[src/hw/rtl/phb_pkg.sv]
// ----------------------------------------------------------------------------
// phb_pkg: shared types and constants of the Potts heat-bath site updater
// Configuration register widths, codes and the configuration bundle.
// ----------------------------------------------------------------------------
`timescale 1ns / 1ps

package phb_pkg;

   localparam int NUM_STATES_W = 5;
   localparam int SIDE_W       = 7;
   localparam int WEIGHT_W     = 48;
   localparam int NUM_WEIGHTS  = 4;
   localparam int CSR_ADDR_W   = 6;
   localparam int CSR_DATA_W   = 64;

   // Weight for a neighbor count of zero: 1.0 with 16 fraction bits
   localparam logic [WEIGHT_W-1:0] WEIGHT_UNITY = 48'd65536;

   // Kind of a request item
   typedef enum logic {
      KIND_UPDATE = 1'b0,
      KIND_READ   = 1'b1
   } site_kind_type;

   // Register indexes, one per 8-byte slot
   typedef enum logic [2:0] {
      REG_NUM_STATES  = 3'd0,
      REG_SIDE_LENGTH = 3'd1,
      REG_WEIGHT_ONE  = 3'd2,
      REG_WEIGHT_TWO  = 3'd3,
      REG_WEIGHT_THR  = 3'd4,
      REG_WEIGHT_FOUR = 3'd5
   } reg_index_type;

   typedef struct packed {
      logic [NUM_STATES_W-1:0]               num_states;
      logic [SIDE_W-1:0]                     side_length;
      logic [NUM_WEIGHTS-1:0][WEIGHT_W-1:0]  weight;   // weight[n-1] for a count of n
   } cfg_type;

endpackage

[src/hw/rtl/phb_csr.sv]
// ----------------------------------------------------------------------------
// phb_csr: configuration register block
// APB-style register file, 64-bit data, registers at 8-byte strides.
// ----------------------------------------------------------------------------
`timescale 1ns / 1ps

module phb_csr (
   input  logic                                clock,
   input  logic                                reset,
   input  logic                                csr_psel,
   input  logic                                csr_penable,
   input  logic                                csr_pwrite,
   input  logic [phb_pkg::CSR_ADDR_W-1:0]      csr_paddr,
   input  logic [phb_pkg::CSR_DATA_W-1:0]      csr_pwdata,
   output logic [phb_pkg::CSR_DATA_W-1:0]      csr_prdata,
   output logic                                csr_pready,
   output phb_pkg::cfg_type                    cfg
);

   phb_pkg::cfg_type cfg_ff;
   logic [2:0]       reg_index;
   logic             wr_en;

   assign reg_index  = csr_paddr[5:3];
   assign wr_en      = csr_psel & csr_penable & csr_pwrite;
   assign csr_pready = 1'b1;
   assign cfg        = cfg_ff;

   always_ff @(posedge clock) begin
      if (reset) begin
         cfg_ff.num_states  <= 5'd2;
         cfg_ff.side_length <= 7'd64;
         cfg_ff.weight      <= {phb_pkg::NUM_WEIGHTS{phb_pkg::WEIGHT_UNITY}};
      end else if (wr_en) begin
         unique case (reg_index)
            phb_pkg::REG_NUM_STATES:
               cfg_ff.num_states  <= csr_pwdata[phb_pkg::NUM_STATES_W-1:0];
            phb_pkg::REG_SIDE_LENGTH:
               cfg_ff.side_length <= csr_pwdata[phb_pkg::SIDE_W-1:0];
            phb_pkg::REG_WEIGHT_ONE:
               cfg_ff.weight[0]   <= csr_pwdata[phb_pkg::WEIGHT_W-1:0];
            phb_pkg::REG_WEIGHT_TWO:
               cfg_ff.weight[1]   <= csr_pwdata[phb_pkg::WEIGHT_W-1:0];
            phb_pkg::REG_WEIGHT_THR:
               cfg_ff.weight[2]   <= csr_pwdata[phb_pkg::WEIGHT_W-1:0];
            phb_pkg::REG_WEIGHT_FOUR:
               cfg_ff.weight[3]   <= csr_pwdata[phb_pkg::WEIGHT_W-1:0];
            default: ;  // drop writes to unmapped addresses
         endcase
      end
   end

   always_comb begin
      unique case (reg_index)
         phb_pkg::REG_NUM_STATES:  csr_prdata = 64'(cfg_ff.num_states);
         phb_pkg::REG_SIDE_LENGTH: csr_prdata = 64'(cfg_ff.side_length);
         phb_pkg::REG_WEIGHT_ONE:  csr_prdata = 64'(cfg_ff.weight[0]);
         phb_pkg::REG_WEIGHT_TWO:  csr_prdata = 64'(cfg_ff.weight[1]);
         phb_pkg::REG_WEIGHT_THR:  csr_prdata = 64'(cfg_ff.weight[2]);
         phb_pkg::REG_WEIGHT_FOUR: csr_prdata = 64'(cfg_ff.weight[3]);
         default:                  csr_prdata = '0;
      endcase
   end

endmodule
[config.mk]
export PLATFORM = sky130hd
export DESIGN_NAME = phb_csr
export DESIGN_NICKNAME = d
export VERILOG_FILES = /design/src/hw/rtl/phb_pkg.sv /design/src/hw/rtl/phb_csr.sv
export SDC_FILE = /design/constraint.sdc
export NUM_CORES = 1
export LEC_CHECK = 0
export ABC_AREA = 1
export BUFFER_PORTS_ARGS = -buffer_cell sky130_fd_sc_hd__buf_2
export CORE_MARGIN = 2
export CORE_UTILIZATION = 50
export CTS_CLUSTER_SIZE = 25
export DETAILED_ROUTE_END_ITERATION = 8
export PLACE_DENSITY = 0.84
export SKIP_LAST_GASP = 1
export SLEW_MARGIN = 20
export SYNTH_ARGS = -nofsm -noshare
export SYNTH_HDL_FRONTEND = slang
export SYNTH_SLANG_ARGS = --single-unit
[constraint.sdc]
create_clock -name clock -period 3.4 [get_ports clock]
set_clock_uncertainty 0.1 [all_clocks]
set_input_delay 0.68 -clock clock [delete_from_list [all_inputs] [get_ports clock]]
set_output_delay 0.68 -clock clock [all_outputs]
set_load 0.02 [all_outputs]
==> results.ini <==
[grt]
grt-ovfl-total=0
grt_use_met1=0.3452
grtUsageTotal=0.2794
antenna_found_initial=0
grt_pass1_wl_mm=47.29
busiest_layer=met2
grt_pass1_vias=9534
grt_use_met2=0.4827
grt_use_met3=0.05430
grt_max_degree=96

[timing]
hold_ws_ns=0.3193
fmaxAchievable_mhz=340.4
max_slew_margin=0.5671
timing.setup.tns_ns=0
layout_setup_ws_ns=0.4623
rsz0062_at_grt=no
tightestPinTransition_ns=0.6493
setup_violations=0
drv_slew=0
fin_crit_ns=2.938
hold_viol_final=0
fin_crit_sh=0.8640

[final_layout]
diodes=0
largest_reg_flops=204
drive_gt1_frac=0.2194
area_growth_pct=23.33
stdcell_area_sq_mm=0.01217
fin_nets=1825
fillers=1741

[worst_setup_path]
worstPathArrival_ns=2.16
crit_chain=buf_2 -> inv_4 -> nand2_4 -> nor2_4 -> buf_4 -> nand2_1 -> nand4_1 -> buf_2
critical_path_required_ns=2.62
cp_top_family=buffers and inverters
end_kind=output port
cp-endpoint=csr_prdata[19]
r2r-end=cfg[128]
r2r_cells=2
cp_max_fo=50
path_depth=8
r2r_setup_slack_ns=2.64
slowest_delay_ns=0.51
timing.rr.start=cfg[128]
setup.worst_path.start_class=input port
startpoint=csr_paddr[5]
timing.critical_path.mode_cell=buf_2
crit_slowest_cell=buf_4
path_buf_inv=4
criticalPathCategory=input port to output port

[clocking]
post_cts_resized=0
clock_path_buffers=3
cts_buffers=22
cts_max_level=1
clock_latency_ns=0.49
postCtsHoldBufs=0
cts-root-buf=clkbuf_16
clk_pin_slew_ns=0.05
postCtsSetupRepairBufs=0
cts_sinks=204
cts_tree=done

[drt]
num_vias=10910
dr.pass1.iters=8
postRouteAntennaNets=0
viasPerCell=5.378
first_iter_violations=913
wl_mm=31.35
drcViolationCount=0
wl_per_cell_um=15.45

[floorplanning]
dieArea_sq_mm=0.02088
die_h_um=144.5
pin_count=344
start_util=0.5087
rows=51
core_sq_mm=0.01940
fp.dieW_um=144.5

[synthesis]
synth_top_area_frac=0.4138
synth_cell_types=23
syn_area_sq_mm=0.009868
synthArstFlopShare=0
yosys.area.top_type=dfxtp_1
synth-edff-count=0
seq_area_frac_synth=0.4138
postSynthAreaPerCell_sq_um=6.522
synthCells=1513
ys_ff_latch=204
synth.most_common_cell=nor2_1
synth-warning-count=0
synth_common_cells=nor2_1 (419), nand2_1 (408), dfxtp_1 (204)
synth_area_leaders=dfxtp_1 (41%), nor2_1 (16%), nand2_1 (16%)
synthFlopType=dfxtp_1

[power]
combPwrFrac=0.091
p_int_mw=4.253
powerDensity_mw_per_mm2=462.1
power_frac_seq=0.435
clockPowerShare=0.473
cellLeakagePower_nw=5.958
p_sw_mw=1.371
ir_drop_v=0.0003299
swShare=0.2437

[min_path]
hold_class=input port to flop

[placed_design]
gp_congestion=0.8494
io_buffers=307
pre_cts_slack_ns=0.4910
place_area_sq_mm=0.01136
place_hpwl_mm=19.64

[flow_run]
maxCapViolCount=0

[run_status]
status=completed

-- final cells by class --
cell class              count  area, sq um  share of cell area
clock buffers              29        638.1             0.05243
clock inverters             9        170.2             0.01398
inverters                  66        256.5             0.02108
multi-input cells        1124         4838              0.3976
flip-flops and latches    204         4084              0.3356
well taps                 265        331.6             0.02724
repair buffers            332         1852              0.1522
-- cells in the final DEF (no fill, tap or decap), types with 2 or more instances in the layout --
cell       instances
nor2_1           419
o21ai_0            6
clkbuf_8           4
bufinv_16          5
inv_1             62
nor2_4             6
buf_2            306
nand2_1          408
nand3_1          119
nand4_1          140
clkinv_2           5
conb_1            17
dfxtp_1          204
nand3_2            4
buf_4             16
clkbuf_16         23
clkbuf_1           2
buf_12            10
-- metal layers --
metal / routed length [um] / part of all wire
met5: 0 / 0
met4: 900 / 0.029
met3: 3318 / 0.11
met2: 14970 / 0.48
met1: 12170 / 0.39
-- power groups by stage --
stage | combinational, mW | sequential [mW] | clock (mW)
3_3_place_gp | 0.495 | 2.50 | 0
4_1_cts | 0.505 | 2.45 | 2.68
3_5_place_dp | 0.504 | 2.50 | 0
5_1_grt | 0.556 | 2.45 | 2.78
6_report | 0.514 | 2.45 | 2.66
2_1_floorplan | 0.324 | 2.53 | 0
-- worst reg2reg max path: cells and delay by family (launching register included) --
kind / cells / cell delay [ns]
AND/OR/NAND/NOR: 2 / 0.21
flip-flops: 1 / 0.35
-- cells by family after synthesis --
kind of cell	after synthesis	synth area share
AOI/OAI and AO/OA	6	0.003043
and+or+nand+nor	1101	0.4803
buffers and inverters	200	0.1021
DFF	204	0.4138
other	2	0.0007610
-- through the flow --
| step | power [mW] | std cells | utilization |
|---|---|---|---|
| floorplan | 2.857 | 1528 | - |
| global placement | 2.993 | 1991 | 0.5857 |
| detailed placement | 3.003 | 1991 | 0.5857 |
| CTS | 5.633 | 2029 | 0.6274 |
| global route | 5.781 | 2029 | 0.6274 |
| finish | 5.624 | 2029 | 0.6274 |
-- worst min path at each step --
stage               cells after the start  slack, ns        to           from
global route                            3       0.31  cfg[200]  csr_pwdata[1]
detailed placement                      2       0.38  cfg[200]       cfg[200]
global placement                        2       0.38  cfg[198]       cfg[198]
finish                                  3       0.32  cfg[200]  csr_pwdata[1]
floorplan                               2       0.47  cfg[200]       cfg[200]
CTS                                     3       0.30  cfg[200]  csr_pwdata[1]
Power figures use the tool's default switching activity.
